**config.mk**
```make
export PLATFORM = sky130hd
export DESIGN_NAME = ksar_cell
export DESIGN_NICKNAME = d
export VERILOG_FILES = /design/src/design/ksar_pkg.sv /design/src/design/ksar_cell.sv
export SDC_FILE = /design/constraint.sdc
export NUM_CORES = 1
export LEC_CHECK = 0
export BUFFER_PORTS_ARGS = -buffer_cell sky130_fd_sc_hd__buf_2
export CORE_MARGIN = 2
export CORE_UTILIZATION = 40
export CTS_BUF_LIST = sky130_fd_sc_hd__clkbuf_4 sky130_fd_sc_hd__clkbuf_8
export CTS_CLUSTER_SIZE = 10
export DETAILED_ROUTE_END_ITERATION = 8
export PLACE_DENSITY = 0.65
export SKIP_LAST_GASP = 1
export SYNTH_ARGS = -nofsm -noshare
export SYNTH_HDL_FRONTEND = slang
export SYNTH_SLANG_ARGS = --single-unit
```
**constraint.sdc**
```tcl
create_clock -name clk_i -period 2.3 [get_ports clk_i]
set_input_delay 0.345 -clock clk_i [delete_from_list [all_inputs] [get_ports clk_i]]
set_output_delay 0.345 -clock clk_i [all_outputs]
set_load 0.05 [all_outputs]
```
**src/design/ksar_pkg.sv**
```systemverilog
`timescale 1ns / 1ps
// ----------------------------------------------------------------------------
// ksar_pkg: shared types and constants
// Field widths, stream packing, the token passed along the cell chain and the
// command bundle broadcast from the controller to every cell.
// ----------------------------------------------------------------------------
package ksar_pkg;

  localparam int unsigned CAR_W       = 6;
  localparam int unsigned SCORE_W     = 16;
  localparam int unsigned ENTRIES_DEF = 64;

  // stream packing, first field in the lowest bits
  localparam int unsigned TDATA_W = 24;
  localparam int unsigned CAR_LSB   = 0;
  localparam int unsigned SCORE_LSB = CAR_W;

  localparam logic [CAR_W-1:0] SORT_COUNT_RST = 6'd63;

  localparam logic MODE_ADD    = 1'b0;
  localparam logic MODE_FINISH = 1'b1;

  // best candidate found so far in a scan
  typedef struct packed {
    logic               valid;
    logic [SCORE_W-1:0] key;
    logic [CAR_W-1:0]   car;
  } tok_t;

  typedef struct packed {
    logic               add_en;
    logic [CAR_W-1:0]   add_car;
    logic [SCORE_W-1:0] add_score;
    logic               mark_en;
    logic [CAR_W-1:0]   mark_car;
    logic               clear;
  } cell_cmd_t;

endpackage

```
**src/design/ksar_cell.sv**
```systemverilog
`timescale 1ns / 1ps
// ----------------------------------------------------------------------------
// ksar_cell: one car slot of the ranking chain
// Holds the total and emitted mark of one car; if unmarked and within rank_n,
// it passes the smaller of its total and the candidate on to the next cell.
// ----------------------------------------------------------------------------
module ksar_cell #(
  parameter int unsigned CAR_IDX = 1
) (
  input  logic                        clk_i,
  input  logic                        rst_ni,
  input  ksar_pkg::cell_cmd_t         cmd_i,
  input  logic [ksar_pkg::CAR_W-1:0]  rank_n_i,
  input  ksar_pkg::tok_t              tok_i,
  output ksar_pkg::tok_t              tok_o
);

  localparam logic [ksar_pkg::CAR_W-1:0] Idx = CAR_IDX[ksar_pkg::CAR_W-1:0];

  logic [ksar_pkg::SCORE_W-1:0] total_q, total_d;
  logic                         mark_q, mark_d;
  ksar_pkg::tok_t               tok_q, tok_d;
  logic                         eligible;
  logic                         take;

  assign eligible = !mark_q && (Idx <= rank_n_i);
  // strict compare: on a tie the earlier (smaller) car keeps the slot
  assign take = eligible && (!tok_i.valid || (total_q < tok_i.key));

  always_comb begin
    total_d = total_q;
    mark_d  = mark_q;
    tok_d   = tok_i;
    if (take) begin
      tok_d.valid = 1'b1;
      tok_d.key   = total_q;
      tok_d.car   = Idx;
    end
    if (cmd_i.clear) begin
      total_d = '0;
      mark_d  = 1'b0;
    end else begin
      if (cmd_i.add_en && (cmd_i.add_car == Idx)) begin
        total_d = total_q + cmd_i.add_score;
      end
      if (cmd_i.mark_en && (cmd_i.mark_car == Idx)) begin
        mark_d = 1'b1;
      end
    end
  end

  always_ff @(posedge clk_i or negedge rst_ni) begin
    if (!rst_ni) begin
      total_q <= '0;
      mark_q  <= 1'b0;
      tok_q   <= '0;
    end else begin
      total_q <= total_d;
      mark_q  <= mark_d;
      tok_q   <= tok_d;
    end
  end

  assign tok_o = tok_q;

endmodule

```
Word-level counts from Yosys, hierarchy flattened
Cells that the tools add are included. Widths: inputs -> output; s select.

Bits in registers: 40. Output and inout port bits: 23. Logic and storage cells: 24.

$add $sub $neg: 1. $lt $le $gt $ge: 2. Equal/unequal tests: 2. Mux-type cells: 5. Reduce and logical (&&, ||, !) cells: 9.

Operators with widths (number): $mux 16 (2); $mux 23 (1); $add 16x16->16 (1); $lt 16x16->1 (1); $eq 6x1->1 const B (2); $le 1x6->1 const A (1); $logic_and 1x1->1 (4); $reduce_bool 2->1 (2); $logic_not 1->1 (2); $mux 1 (2); $logic_or 1x1->1 (1).

Longest topological paths before layout
Depth in word-level cells: 4. Mapped depth: 9.

Worst setup path before layout
OpenSTA, ideal clock, no wires.

Kind: reg2reg. From: register total_q[0] (netlist bit). To: register total_q[14] (netlist bit). Library setup time: 0.131 ns. Arrival time: 2.170 ns. Setup slack: -0.002 ns. Stages on the path, launching flop included: 9. Path buffers: 0. Clock period less this slack: 2.302 ns. Cell sequence: dfrtp_1 ha_1 fa_1 a211oi_2 o21bai_2 o22ai_2 o311a_1 a2111oi_2 or3b_1.

Longest elaborated chain between the ends: 3.

Ends and longest elaborated chain: from (decl) (RTL line ksar_cell.sv:20) `logic [ksar_pkg::SCORE_W-1:0] total_q, total_d;`; from (signal assigned) (RTL line ksar_cell.sv:58) `total_q <= total_d;`; $add 16x16->16 (RTL line ksar_cell.sv:44) `total_d = total_q + cmd_i.add_score;`; $mux 16 (RTL line ksar_cell.sv:43) `if (cmd_i.add_en && (cmd_i.add_car == Idx)) begin`; $mux 16 (RTL line ksar_cell.sv:39) `if (cmd_i.clear) begin`.

No other way between the ends. The select of a mux whose other input is x is not followed. A chain may end at the register's enable or synchronous reset.

Worst setup path after layout
Same ends and word-level chain as after synthesis.

==> metrics.cfg <==
[final_layout]
diodes = 0
nNetsFinal = 462
layout-drive-gt1-share_pct = 35.68
syn2layout_area_growth_pct = 28.40
final_cells = 447
fin_area_sq_um = 3440

[detailed_routing]
via_per_inst = 5.260
wl_per_cell_um = 14.27
drt_iter0_markers = 52
post-route-drc-count = 8
ant_nets = 0
vias = 2351
drt_wl_total_mm = 6.378
drtPass1Iterations = 6

[critical_path]
reg2reg_slack_ns = 0.08
r2r-end = total_q[14]
cp-end-kind = flop
cp_top_family = compound AO/OA/AOI/OAI gates
crit_fanout = 2
start_kind = flop
worst_path_max_delay_cell = dfrtp_1
crit_type = flop to flop
crit_path_max_incr_delay_ns = 0.39
crit_buf_inv = 0
ff2ff_path_depth = 8
reg2reg_from = total_q[0]
cp_cell_sequence = ha_2 -> fa_2 -> a211oi_4 -> o21bai_2 -> o22ai_2 -> o311a_1 -> a2111oi_2 -> or3b_1
worst_ep_required_time_ns = 2.47
cp.arrival_ns = 2.38

[clock_tree]
cts_root_buf = clkbuf_8
cts_buffers = 5
cts.sinks = 40
path_clk_slew_ns = 0.08
clk_path_buf_depth = 2
cts_tree = yes
clkLatencyLatePin_ns = 0.29
htreeDepth = 2

[hold_path]
worstHoldPathType = input pin to asynchronous set/reset pin

[floorplanning]
die_w_um = 85.84
pin_count = 85
initial_core_util_pct = 41.71
num_rows = 29
core_area_sq_um = 6422
die-area_sq_um = 7368
die_h_um = 85.84

[sta]
grt_setup_unrepaired = yes
period_needed_ns = 2.216
tightestPinTransition_ns = 0.9232
slew_viol_final = 0
max_freq_mhz = 451.3
slew_headroom_pct = 38.45
finalSetupTns_ns = 0
hold_violations = 0
setup_violations = 0
fin_crit_sh_pct = 96.35
final.setup_skew_ns = 0.007344

[synthesis]
syn-num-nets = 364
ys.flop_type = dfrtp_1
synth.area.top_cells = dfrtp_1 37%, ha_1 14%, a21oi_1 4.7%
synth.distinct_cells = 51
yosysWarnings = 0
synth.top_cell.area_share_pct = 37.37
synth_edf_count = 0
synth_top_area_cell = dfrtp_1
async_flop_share_pct = 100.0
yosysSeqAreaShare_pct = 37.37
yosysMostFrequentCell = dfrtp_1
syn_area_per_cell_sq_um = 9.885
synth_common_cells = 40 x dfrtp_1, 30 x ha_1, 25 x a21oi_1
ys_ff_latch = 40
synth_area_sq_um = 2679
synth_cells = 271

[status]
outcome = finished, violations left
violations = design-rule violations

[pwr]
peakVddDrop_mv = 0.2046
fin_total_pwr_mw = 1.468
p_leak_nw = 1.856
pwr_density_cell_nw_per_um2 = 426.7

[global_route]
grt_usage_pct = 17.56
overflow = 0
antenna_found_initial = 0
grt_max_degree = 41
grt_pass1_vias = 2168
grt_pass1_wl_mm = 10.28

[placement]
port_buffers = 84
gp_congestion = 0.8540
place_inst = 438
placed_area_sq_um = 3279
hpwlAfterDp_mm = 5.022

[job]
cap_violations = 0

[layout by cell type, fill, tap and decap left out, types with 7 or more instances in the layout]
cell,count
nand3_1,8
mux2_1,10
buf_2,84
dfrtp_1,40
and2_1,7
o21ai_0,7
ha_1,27
inv_1,18
nand2_1,21
nor2_1,11
buf_4,14
a21oi_1,25
[metrics by stage]
step	hold WS, ns	setup slack [ns]	utilization, %
2_1_floorplan	0.04941	0.02357	-
3_3_place_gp	0.4863	-0.03775	51.06
3_5_place_dp	0.4868	-0.07662	51.06
4_1_cts	0.2090	0.005880	52.80
5_1_grt	0.2425	-0.01387	53.56
6_report	0.1842	0.08403	53.56
[power by group]
group	switching (mW)	internal, mW
registers	0.00224	0.706
clock network	0.244	0.334
logic	0.101	0.0807
[state kept, by name (all words and copies together), names as in the netlist]
signal,count
tok_o,23
total_q,16
mark_q,1
[metal layers]
| layer | GRT usage [%] | vias up | routed length, um |
|---|---|---|---|
| met1 | 23.00 | 1076 | 2968 |
| met5 | 0 | - | 0 |
| met4 | 5.772 | 0 | 70 |
| met2 | 29.69 | 72 | 3015 |
| met3 | 2.791 | 4 | 324 |
| li1 | - | 1199 | - |
[cells by family (layout without fill, tap and decap cells)]
group	after synthesis	count (layout)	synth area share [%]
muxes	16	16	6.726
adders and majority gates	31	31	14.76
buffers and inverters	27	126	4.017
xor gates and xnor gates	7	7	2.289
DFF	40	40	37.37
AOI/OAI and AO/OA	72	72	19.20
and+or+nand+nor	78	78	15.65
[area by class of cell]
type	count	area [sq um]
clock buffer	6	76.32
clock inverter	2	35.03
fill	602	2983
inverter	19	71.32
multi-input combinational	204	1614
sequential	40	1001
tap	77	96.34
timing repair buffer	99	545.5
[worst register-to-register path, stage by stage (launching register included)]
cell,delay (ns)
dfrtp_1,0.39
ha_2,0.19
fa_2,0.36
a211oi_4,0.24
o21bai_2,0.12
o22ai_2,0.17
o311a_1,0.20
a2111oi_2,0.07
or3b_1,0.36
[worst max path at each step]
| stage | from | end | slack, ns | cells after the start |
|---|---|---|---|---|
| after floorplan | total_q[0] | total_q[14] | 0.02 | 8 |
| after global placement | cmd_i[8] | total_q[14] | -0.04 | 9 |
| after detailed placement | cmd_i[8] | total_q[14] | -0.08 | 9 |
| after CTS | total_q[0] | total_q[14] | 0.006 | 8 |
| after global routing | total_q[4] | total_q[13] | -0.01 | 7 |
| final | total_q[0] | total_q[14] | 0.08 | 8 |
[timing repair]
item,in CTS,in global routing
endpoints found under the setup margin,0,5
gates resized for setup,0,6
hold buffers,0,0
setup buffers,0,1
No activity file was read; power rests on OpenSTA's default activity.
