### src/design/ksar_pkg.sv
`timescale 1ns / 1ps
// ----------------------------------------------------------------------------
// ksar_pkg: shared types and constants
// Field widths, stream packing, the token passed along the cell chain and the
// command bundle broadcast from the controller to every cell.
// ----------------------------------------------------------------------------
package ksar_pkg;

  localparam int unsigned CAR_W       = 6;
  localparam int unsigned SCORE_W     = 16;
  localparam int unsigned ENTRIES_DEF = 64;

  // stream packing, first field in the lowest bits
  localparam int unsigned TDATA_W = 24;
  localparam int unsigned CAR_LSB   = 0;
  localparam int unsigned SCORE_LSB = CAR_W;

  localparam logic [CAR_W-1:0] SORT_COUNT_RST = 6'd63;

  localparam logic MODE_ADD    = 1'b0;
  localparam logic MODE_FINISH = 1'b1;

  // best candidate found so far in a scan
  typedef struct packed {
    logic               valid;
    logic [SCORE_W-1:0] key;
    logic [CAR_W-1:0]   car;
  } tok_t;

  typedef struct packed {
    logic               add_en;
    logic [CAR_W-1:0]   add_car;
    logic [SCORE_W-1:0] add_score;
    logic               mark_en;
    logic [CAR_W-1:0]   mark_car;
    logic               clear;
  } cell_cmd_t;

endpackage

### src/design/ksar_ctrl.sv
`timescale 1ns / 1ps
// ----------------------------------------------------------------------------
// ksar_ctrl: sequencer and stream ports
// Takes items, drives the cell commands, times the chain scans, registers the
// ranked results and holds the sort_count register.
// ----------------------------------------------------------------------------
module ksar_ctrl #(
  parameter int unsigned ENTRIES = ksar_pkg::ENTRIES_DEF
) (
  input  logic                          clk_i,
  input  logic                          rst_ni,
  input  logic                          s_axis_tvalid,
  output logic                          s_axis_tready,
  input  logic [ksar_pkg::TDATA_W-1:0]  s_axis_tdata,
  input  logic                          s_axis_tuser,
  output logic                          m_axis_tvalid,
  input  logic                          m_axis_tready,
  output logic [ksar_pkg::TDATA_W-1:0]  m_axis_tdata,
  output logic                          m_axis_tlast,
  input  logic                          cfg_we_i,
  input  logic [ksar_pkg::CAR_W-1:0]    cfg_wdata_i,
  input  ksar_pkg::tok_t                chain_tok_i,
  output ksar_pkg::cell_cmd_t           cmd_o,
  output logic [ksar_pkg::CAR_W-1:0]    rank_n_o
);

  localparam int unsigned CNT_W = $clog2(ENTRIES);
  localparam logic [CNT_W-1:0] ScanEnd = CNT_W'(ENTRIES - 2);
  localparam logic [ksar_pkg::CAR_W-1:0] MaxN = ksar_pkg::CAR_W'(ENTRIES - 1);
  localparam int unsigned PAD_W = ksar_pkg::TDATA_W - ksar_pkg::CAR_W - ksar_pkg::SCORE_W;

  typedef enum logic [1:0] {
    ST_IDLE,
    ST_SCAN,
    ST_EMIT,
    ST_CLEAR
  } state_e;

  state_e                         state_q, state_d;
  logic [CNT_W-1:0]               cnt_q, cnt_d;
  logic [ksar_pkg::CAR_W-1:0]     rank_q, rank_d;
  logic [ksar_pkg::CAR_W-1:0]     sort_count_q, sort_count_d;
  logic                           m_valid_q, m_valid_d;
  logic [ksar_pkg::CAR_W-1:0]     m_car_q, m_car_d;
  logic [ksar_pkg::SCORE_W-1:0]   m_score_q, m_score_d;
  logic                           m_last_q, m_last_d;
  logic                           accept;
  logic                           out_free;
  logic                           is_last;
  logic [ksar_pkg::CAR_W-1:0]     rank_n;
  logic [ksar_pkg::CAR_W-1:0]     in_car;
  logic [ksar_pkg::SCORE_W-1:0]   in_score;

  assign in_car   = s_axis_tdata[ksar_pkg::CAR_LSB +: ksar_pkg::CAR_W];
  assign in_score = s_axis_tdata[ksar_pkg::SCORE_LSB +: ksar_pkg::SCORE_W];

  assign rank_n   = (sort_count_q > MaxN) ? MaxN : sort_count_q;
  assign s_axis_tready = (state_q == ST_IDLE);
  assign accept   = s_axis_tvalid && s_axis_tready;
  assign out_free = !m_valid_q || m_axis_tready;
  assign is_last  = (ksar_pkg::CAR_W'(rank_q + 1'b1) == rank_n);

  always_comb begin
    state_d      = state_q;
    cnt_d        = cnt_q;
    rank_d       = rank_q;
    sort_count_d = cfg_we_i ? cfg_wdata_i : sort_count_q;
    m_valid_d    = m_valid_q && !m_axis_tready;
    m_car_d      = m_car_q;
    m_score_d    = m_score_q;
    m_last_d     = m_last_q;

    cmd_o           = '0;
    cmd_o.add_car   = in_car;
    cmd_o.add_score = in_score;
    cmd_o.mark_car  = chain_tok_i.car;

    unique case (state_q)
      ST_IDLE: begin
        if (accept) begin
          if (s_axis_tuser == ksar_pkg::MODE_ADD) begin
            cmd_o.add_en = 1'b1;
          end else if (rank_n == '0) begin
            state_d = ST_CLEAR;
          end else begin
            state_d = ST_SCAN;
            cnt_d   = '0;
            rank_d  = '0;
          end
        end
      end
      ST_SCAN: begin
        // the counter follows the candidate through the registered cells to the chain end
        cnt_d = cnt_q + 1'b1;
        if (cnt_q == ScanEnd) begin
          state_d = ST_EMIT;
        end
      end
      ST_EMIT: begin
        if (out_free) begin
          m_valid_d     = 1'b1;
          m_car_d       = chain_tok_i.car;
          m_score_d     = chain_tok_i.key;
          m_last_d      = is_last;
          cmd_o.mark_en = 1'b1;
          rank_d        = rank_q + 1'b1;
          cnt_d         = '0;
          state_d       = is_last ? ST_CLEAR : ST_SCAN;
        end
      end
      ST_CLEAR: begin
        cmd_o.clear = 1'b1;
        state_d     = ST_IDLE;
      end
      default: begin
        state_d = ST_IDLE;
      end
    endcase
  end

  always_ff @(posedge clk_i or negedge rst_ni) begin
    if (!rst_ni) begin
      state_q      <= ST_IDLE;
      cnt_q        <= '0;
      rank_q       <= '0;
      sort_count_q <= ksar_pkg::SORT_COUNT_RST;
      m_valid_q    <= 1'b0;
    end else begin
      state_q      <= state_d;
      cnt_q        <= cnt_d;
      rank_q       <= rank_d;
      sort_count_q <= sort_count_d;
      m_valid_q    <= m_valid_d;
    end
  end

  always_ff @(posedge clk_i) begin
    m_car_q   <= m_car_d;
    m_score_q <= m_score_d;
    m_last_q  <= m_last_d;
  end

  assign m_axis_tvalid = m_valid_q;
  assign m_axis_tdata  = {{PAD_W{1'b0}}, m_score_q, m_car_q};
  assign m_axis_tlast  = m_last_q;
  assign rank_n_o      = rank_n;

endmodule

### config.mk
export PLATFORM = sky130hd
export DESIGN_NAME = ksar_ctrl
export DESIGN_NICKNAME = d
export VERILOG_FILES = /design/src/design/ksar_pkg.sv /design/src/design/ksar_ctrl.sv
export SDC_FILE = /design/constraint.sdc
export NUM_CORES = 1
export LEC_CHECK = 0
export BUFFER_PORTS_ARGS = -buffer_cell sky130_fd_sc_hd__buf_2
export CAP_MARGIN = 20
export CELL_PAD_IN_SITES_DETAIL_PLACEMENT = 0
export CELL_PAD_IN_SITES_GLOBAL_PLACEMENT = 1
export CORE_AREA = 2 2 76 96
export DETAILED_ROUTE_END_ITERATION = 16
export DIE_AREA = 0 0 78 98
export PLACE_DENSITY_LB_ADDON = 0.1
export RECOVER_POWER = 25
export SYNTH_ARGS = -nofsm -noshare
export SYNTH_HDL_FRONTEND = slang
export SYNTH_SLANG_ARGS = --single-unit
### constraint.sdc
create_clock -name clk_i -period 2.32 [get_ports clk_i]
set_input_delay 0.232 -clock clk_i [delete_from_list [all_inputs] [get_ports clk_i]]
set_output_delay 0.232 -clock clk_i [all_outputs]
set_load 0.005 [all_outputs]
== Word-level counts from Yosys, hierarchy flattened ==
Cells that the tools add are included.

* Register bits after elaboration: 44
* Input bits: 59
* Output and inout bits: 64
* Logic and storage cells: 57

* $add $sub $neg: 2
* Order comparisons: 1
* Equality and inequality tests: 10
* Multiplexer cells: 23
* Reduce and logical (&&, ||, !) cells: 13

{| class="wikitable"
|+ Operators by type and width
! kind !! count
|-
| 6-bit two-way mux || 6
|-
| 6-bit case mux with 3 select lines || 1
|-
| 6-bit by 1-bit adder with 6-bit output, second input constant || 2
|-
| 2-bit two-way mux || 6
|-
| 6-bit case mux with 2 select lines || 1
|-
| 5-bit AND reduction || 2
|-
| 1-bit two-way mux || 8
|-
| 2-bit case mux with 4 select lines || 1
|-
| 6-bit == test || 1
|-
| 6-bit == test, second input constant || 1
|-
| 6-bit > comparator, second input constant || 1
|-
| 6-bit zero test || 1
|-
| 2-bit inequality test, second input constant || 3
|-
| 2-bit == test, second input constant || 2
|-
| 2-bit by 1-bit inequality test with 1-bit output, second input constant || 2
|-
| 4-bit AND reduction || 1
|-
| 3-bit nonzero test || 1
|-
| 2-bit by 1-bit == test with 1-bit output, second input constant || 1
|-
| 1-bit logical AND || 2
|-
| 1-bit zero test || 2
|-
| 2-bit zero test || 1
|-
| 2-bit AND reduction || 1
|-
| 2-bit nonzero test || 1
|-
| 1-bit logical OR || 1
|}

== Depth between registers and ports, before layout ==
Gate-level depths: netlist of the first run.

* Depth in word-level cells: 7
* Mapped depth: 6
* Gate-level depth less buffers: 6

== Least setup slack after synthesis of the first run ==
Ideal clock, no wire load.

* Kind: flip-flop to flip-flop
* Start: register state_q[0]
* End: register m_last_q (netlist: m_axis_tlast), enable pin
* Library setup time: 382 ps
* Arrival time: 1364 ps
* Required time: 1938 ps
* Path slack: 574 ps
* Cell stages (with the launch flop): 4
* Path buffers: 1
* Period minus slack after synthesis: 1746 ps
* Path through: dfrtp_1 -> buf_2 -> nand3b_1 -> inv_1

* Word-level cells in the longest chain between the ends: 2

{| class="wikitable"
|+ Ends and longest elaborated chain
! element !! RTL line !! source
|-
| from (decl) || ksar_ctrl.sv:39 || <nowiki>state_e state_q, state_d;</nowiki>
|-
| from (signal assigned) || ksar_ctrl.sv:129 || <nowiki>state_q <= state_d;</nowiki>
|-
| 2-bit == test || ksar_ctrl.sv:78 || <nowiki>unique case (state_q)</nowiki>
|-
| 2-bit AND reduction (no line) || -- ||
|-
| to (signal assigned) || ksar_ctrl.sv:140 || <nowiki>m_last_q <= m_last_d;</nowiki>
|-
| to (decl) || ksar_ctrl.sv:46 || <nowiki>logic m_last_q, m_last_d;</nowiki>
|}

No other way between the ends.
A chain may end at the register's enable or synchronous reset.

==> impl_metrics.py, run 1 <==
metrics = {
    "hold_path": {
        "hp-start": "chain_tok_i[19]",
        "whs_endpoint": "m_score_q[13]",
        "worstHoldPathCells": 1,
        "hold_class": "input port to register",
    },
    "critical_path": {
        "critPathMaxStageDelay_ps": 500,
        "required_ps": 2090,
        "regToRegSetupSlack_ps": 590,
        "end_kind": "output pin",
        "cp_top_family": "buffers and inverters",
        "rr_startpoint": "state_q[0]",
        "arrival_ps": 1900,
        "reg2reg_depth": 3,
        "cpMaxStageDelayCell": "dfrtp_1",
        "crit_chain": "nand3b_1, inv_1, buf_4, buf_2",
        "path_max_fanout": 24,
        "worstSetupStartpointType": "register",
        "r2r_end": "m_score_q[12]",
        "worst-path-buf-inv": 3,
        "critical_path_class": "register to output pin",
    },
    "route": {
        "route.vias.total": 1367,
        "drt-initial-drc-count": 35,
        "wl_um": 4290,
        "avgRoutedWirePerCell_um": 13.9,
        "via_per_inst": 4.44,
        "drcViolationCount": 0,
        "drtAntennaViolNets": 0,
        "firstDrtPassIters": 4,
    },
    "floorplan": {
        "initial_core_util": 0.309,
        "num_rows": 34,
        "ios": 123,
        "core_um2": 6810,
        "die_w_um": 78,
        "design.die.area_um2": 7640,
        "die_h_um": 98,
    },
    "timing": {
        "min_period_over_period": 0.917,
        "setup_viol": 0,
        "finClkSkew_ps": 8.85,
        "finalCriticalPeriod_ps": 2130,
        "worst_pin_slew_ps": 514,
        "hold_slack_ps": 99.2,
        "timing.fmax_ghz": 0.470,
        "slew-limit-headroom": 0.655,
        "rsz0062_at_grt": "false",
        "tns_ps": 0,
        "report.final.slew_viol_count": 0,
        "hold_viol_final": 0,
    },
    "grt": {
        "grt_pass1_vias": 1357,
        "antenna_found_initial": 0,
        "grt-ovfl-total": 0,
        "grt_usage": 0.113,
        "grt_max_degree": 25,
        "grt_pass1_wl_um": 6840,
    },
    "synthesis": {
        "synth-edff-count": 23,
        "yosys-top-cells-area": "edfxtp_1, dfrtp_1, buf_4",
        "synth_cell_type_count": 41,
        "synth_top_area_share": 0.328,
        "synth_warnings": 0,
        "async_reset_ff_frac": 0.477,
        "avgSynthCellArea_um2": 12.2,
        "yosysSeqAreaShare": 0.581,
        "synthFlopType": "edfxtp_1",
        "synth.most_common_cell": "buf_4",
        "synth_cells": 172,
        "yosysTopAreaCell": "edfxtp_1",
        "synth_common_cells": "buf_4, edfxtp_1, dfrtp_1",
        "synth_area_um2": 2100,
        "synth-seq-cells": 44,
    },
    "cts": {
        "cts_tree": "built",
        "cts_resized": 0,
        "clk_latency_ps": 300,
        "cts_inserted_buffers": 5,
        "cts_sinks": 44,
        "cts-root-buf": "clkbuf_8",
        "clockBufferDepth": 2,
        "path_clk_slew_ps": 90,
        "htreeDepth": 2,
    },
    "power_and_ir_drop": {
        "ir_drop_mv": 0.317,
        "power_leakage_nw": 1.11,
        "power_mw": 1.90,
        "power_density_nw_per_um2": 774,
    },
    "finish": {
        "fin_nets": 279,
        "syn_to_final_growth_pct": 16.8,
        "antennaDiodeCount": 0,
        "stdcell_area_um2": 2460,
        "n_fill_cell": 724,
        "final_core_util": 0.361,
        "drive_above_1_share": 0.450,
    },
    "job": {
        "cap_violations": 0,
    },
    "status": {
        "outcome": "completed",
    },
    "place": {
        "port-buffer-count": 73,
        "hpwl_um": 3210,
        "dpl_cell_area_um2": 2330,
        "gp_congestion": 0.761,
    },
}
[timing repair]
item	in CTS	in global routing
setup buffers	0	0
endpoints found under the hold margin	15	0
hold buffers	1	0
[flip-flops by register name, indices dropped and copies added (netlist names)]
name,count
m_car_q,6
cnt_q,6
m_score_q,16
state_q,2
m_axis_tlast,1
sort_count_q,6
m_axis_tvalid,1
rank_q,6
[worst max path at each step]
stage,from,endpoint,cells after the start
final,state_q[0],cmd_o[7],4
after global routing,state_q[0],cmd_o[7],4
after CTS,state_q[0],cmd_o[7],4
after detailed placement,state_q[0],cmd_o[7],4
after global placement,state_q[0],cmd_o[7],4
after floorplan,state_q[0],m_axis_tlast,3
[cells in the final DEF, fill, tap and decap left out, types with 2 or more instances in the layout]
master / netlist / routed
and3_1: 5 / 5
and3_4: 2 / 2
buf_2: 1 / 71
buf_4: 30 / 2
clkbuf_1: 7 / 2
clkbuf_8: 0 / 5
clkinv_4: 0 / 2
conb_1: 1 / 2
dfrtp_1: 15 / 15
dfstp_2: 6 / 6
edfxtp_1: 23 / 23
ha_1: 3 / 3
inv_1: 3 / 3
mux2_2: 6 / 6
nand2_1: 10 / 10
nand3_1: 6 / 6
nor2_1: 9 / 9
o21ai_0: 4 / 4
o21ai_1: 7 / 7
xnor2_1: 5 / 5
xor2_1: 7 / 7
[per-stage QoR]
step / setup slack, ps / std cells
2_1_floorplan: 574 / 173
6_report: 193 / 308
4_1_cts: 166 / 308
3_5_place_dp: 498 / 299
5_1_grt: 16.5 / 308
3_3_place_gp: 512 / 299
[area by class of cell]
class | count | area [um^2] | share of cell area
Sequential cell | 44 | 1220 | 0.498
Multi-Input combinational cell | 87 | 606 | 0.246
Timing Repair Buffer | 76 | 388 | 0.158
Tap cell | 90 | 113 | 0.0458
Clock buffer | 5 | 68.8 | 0.0280
Clock inverter | 3 | 47.5 | 0.0193
Inverter | 3 | 11.3 | 0.00458
[kinds of logic (layout without fill, tap and decap cells)]
| kind of cell | Yosys count | after routing | synth area share |
|---|---|---|---|
| AO/OA/AOI/OAI | 20 | 20 | 0.0606 |
| XOR/XNOR | 13 | 13 | 0.0606 |
| adder cells (fa/ha/maj) | 3 | 3 | 0.0178 |
| buffers and inverters | 42 | 87 | 0.133 |
| flip-flops | 44 | 44 | 0.581 |
| multiplexers | 6 | 6 | 0.0321 |
| other | 1 | 2 | 0.00178 |
| AND/OR/NAND/NOR | 43 | 43 | 0.113 |
[routing by layer]
metal	GRT usage	share of wire	vias up
met4	0.0418	0.022	0
li1	-	-	647
met1	0.135	0.41	630
met5	0	0	-
met2	0.185	0.47	75
met3	0.0444	0.090	15
[power breakdown]
group | internal, mW | total [mW] | switching (mW) | leakage (nW)
clock network | 0.324 | 0.603 | 0.279 | 0.0583
logic | 0.157 | 0.308 | 0.151 | 0.584
registers | 0.906 | 0.991 | 0.0848 | 0.463
[worst reg2reg max path: cells and delay by family, from the launching register on]
family        cells  cell delay, ps
buf+inv           2             550
flops             1             500
simple gates      1             360
Power figures use the tool's default switching activity.
==> inputs of run 2 (changes only) <==
--- a/config.mk
+++ b/config.mk
@@ -12,8 +12,9 @@
 export CORE_AREA = 2 2 76 96
 export DETAILED_ROUTE_END_ITERATION = 16
 export DIE_AREA = 0 0 78 98
-export PLACE_DENSITY_LB_ADDON = 0.1
+export PLACE_DENSITY = 0.75
 export RECOVER_POWER = 25
+export SLEW_MARGIN = 20
 export SYNTH_ARGS = -nofsm -noshare
 export SYNTH_HDL_FRONTEND = slang
 export SYNTH_SLANG_ARGS = --single-unit
==> impl_metrics.py, run 2 (same netlist as run 1, synthesis figures left out) <==
metrics = {
    "status": {
        "outcome": "completed",
    },
    "cts": {
        "clk_latency_ps": 290,
        "cts-root-buf": "clkbuf_8",
        "cts_tree": "built",
        "cts_inserted_buffers": 5,
        "cts_resized": 0,
        "post-cts-setup-buffer-count": 0,
        "clockBufferDepth": 2,
        "path_clk_slew_ps": 80,
        "htreeDepth": 2,
        "cts_sinks": 44,
    },
    "floorplan": {
        "core_um2": 6810,
        "initial_core_util": 0.309,
        "design.die.area_um2": 7640,
        "die_w_um": 78,
        "die_h_um": 98,
        "ios": 123,
        "num_rows": 34,
    },
    "grt": {
        "grt_use_met2": 0.170,
        "grt_util_met1": 0.112,
        "grt_pass1_wl_um": 6060,
        "antenna_found_initial": 0,
        "grt_busiest_layer": "met2",
        "grt_max_degree": 25,
        "grt-ovfl-total": 0,
        "use_met3": 0.0351,
        "grt_usage": 0.100,
        "grt_pass1_vias": 1297,
    },
    "route": {
        "route.vias.total": 1351,
        "avgRoutedWirePerCell_um": 12.0,
        "drcViolationCount": 0,
        "via_per_inst": 4.37,
        "wl_um": 3700,
        "drtAntennaViolNets": 0,
        "firstDrtPassIters": 6,
        "drt-initial-drc-count": 78,
    },
    "finish": {
        "layout_common_cells": "buf_2, edfxtp_1, dfrtp_1, nand2_1, nor2_1",
        "regArea_um2": 1220,
        "final_common_cell": "buf_2",
        "syn_to_final_growth_pct": 16.8,
        "largest_reg_flops": 16,
        "antennaDiodeCount": 0,
        "multi_input_area_um2": 606,
        "top_register": "m_score_q",
        "drive_above_1_share": 0.452,
        "fin_nets": 280,
        "n_fill_cell": 690,
        "final_cells": 309,
    },
    "hold_path": {
        "hp-start": "chain_tok_i[16]",
        "hold_class": "input port to register",
    },
    "power_and_ir_drop": {
        "ir_drop_mv": 0.322,
        "internal-power_mw": 1.39,
        "power.switching_mw": 0.489,
        "sequentialPowerShare": 0.521,
        "power_density_nw_per_um2": 765,
        "power_leakage_nw": 1.11,
        "p_sw_frac": 0.260,
        "power_frac_clock": 0.299,
        "combPwrFrac": 0.179,
    },
    "timing": {
        "tns_ps": 0,
        "finalCriticalPeriod_ps": 2040,
        "report.final.slew_viol_count": 0,
        "finClkSkew_ps": 11.2,
        "slew-limit-headroom": 0.672,
        "hold_viol_final": 0,
        "rsz0062_at_grt": "false",
        "timing.fmax_ghz": 0.490,
        "worst_pin_slew_ps": 489,
        "min_period_over_period": 0.880,
        "setup_viol": 0,
    },
    "place": {
        "gp_congestion": 0.782,
        "hpwl_um": 2910,
        "port-buffer-count": 73,
        "dp.cells": 300,
    },
    "critical_path": {
        "cpMaxStageDelayCell": "dfrtp_1",
        "path_max_fanout": 24,
        "critPathLaunch": "m_axis_tvalid",
        "worstSetupStartpointType": "register",
        "critPathMaxStageDelay_ps": 380,
        "rr_startpoint": "m_axis_tvalid",
        "required_ps": 2090,
        "end_kind": "output pin",
        "crit_chain": "nand2b_1, nand3b_1, inv_1, buf_4, buf_2",
        "arrival_ps": 1810,
        "critical_path_class": "register to output pin",
    },
    "job": {
        "cap_violations": 0,
    },
}
run 2: cell types whose count changed in the layout (fill, tap and decap cells not counted), sizes merged:
cell,previous run,this run
buf,73,75
clkinv,2,1
run 2: area by class of cell:
class	count	share of cell area
clock inverter	2	0.0143
inverter	3	0.00458
multi-input combinational	87	0.246
clock buffer	6	0.0295
sequential	44	0.498
tap	90	0.0458
timing repair buffer	77	0.161
run 2: through the flow:
stage                     utilization  power, mW  cell area [um^2]  setup slack (ps)  hold WS [ps]
final                           0.361       1.88              2460               278           113
after global placement          0.344       1.32              2340               588           217
after floorplan                     -       1.25              2110               574         -63.6
after global routing            0.361       2.01              2460              86.0          97.5
after CTS                       0.361       1.91              2460               261           108
after detailed placement        0.344       1.34              2340               599           224
run 2: critical path: cells and delay by family, from the launching register on:
| kind | cells | cell delay (ps) |
|---|---|---|
| simple gates | 2 | 430 |
| flops | 1 | 380 |
| buf+inv | 3 | 700 |
run 2: power groups by stage:
| stage | Clock (mW) | Sequential (mW) | Combinational [mW] |
|---|---|---|---|
| after CTS | 0.582 | 0.982 | 0.347 |
| after global routing | 0.616 | 0.998 | 0.394 |
| after global placement | 0 | 0.994 | 0.328 |
| final | 0.563 | 0.980 | 0.337 |
| after detailed placement | 0 | 0.999 | 0.343 |
| after floorplan | 0 | 0.975 | 0.275 |
run 2: worst paths after layout:
path                                   end  slack [ps]  cells after the start
setup / recovery                  cmd_o[7]         280                      5
hold / removal               m_score_q[10]         110                      1
setup reg to reg              m_score_q[9]         650                      4
hold reg to reg                  rank_q[5]         490                      1
max in group asynchronous  sort_count_q[0]        1500                      2
min in group asynchronous         cnt_q[0]         450                      2
run 2: routing by layer:
| metal | wire length, um | share of wire |
|---|---|---|
| met1 | 1480 | 0.40 |
| met2 | 1730 | 0.47 |
| met4 | 75 | 0.020 |
| met5 | 0 | 0 |
| met3 | 415 | 0.11 |
run 2: timing repair:
item | CTS | global route
setup endpoints to repair | 0 | 0
endpoints found under the hold margin | 15 | 0
hold buffers | 1 | 0
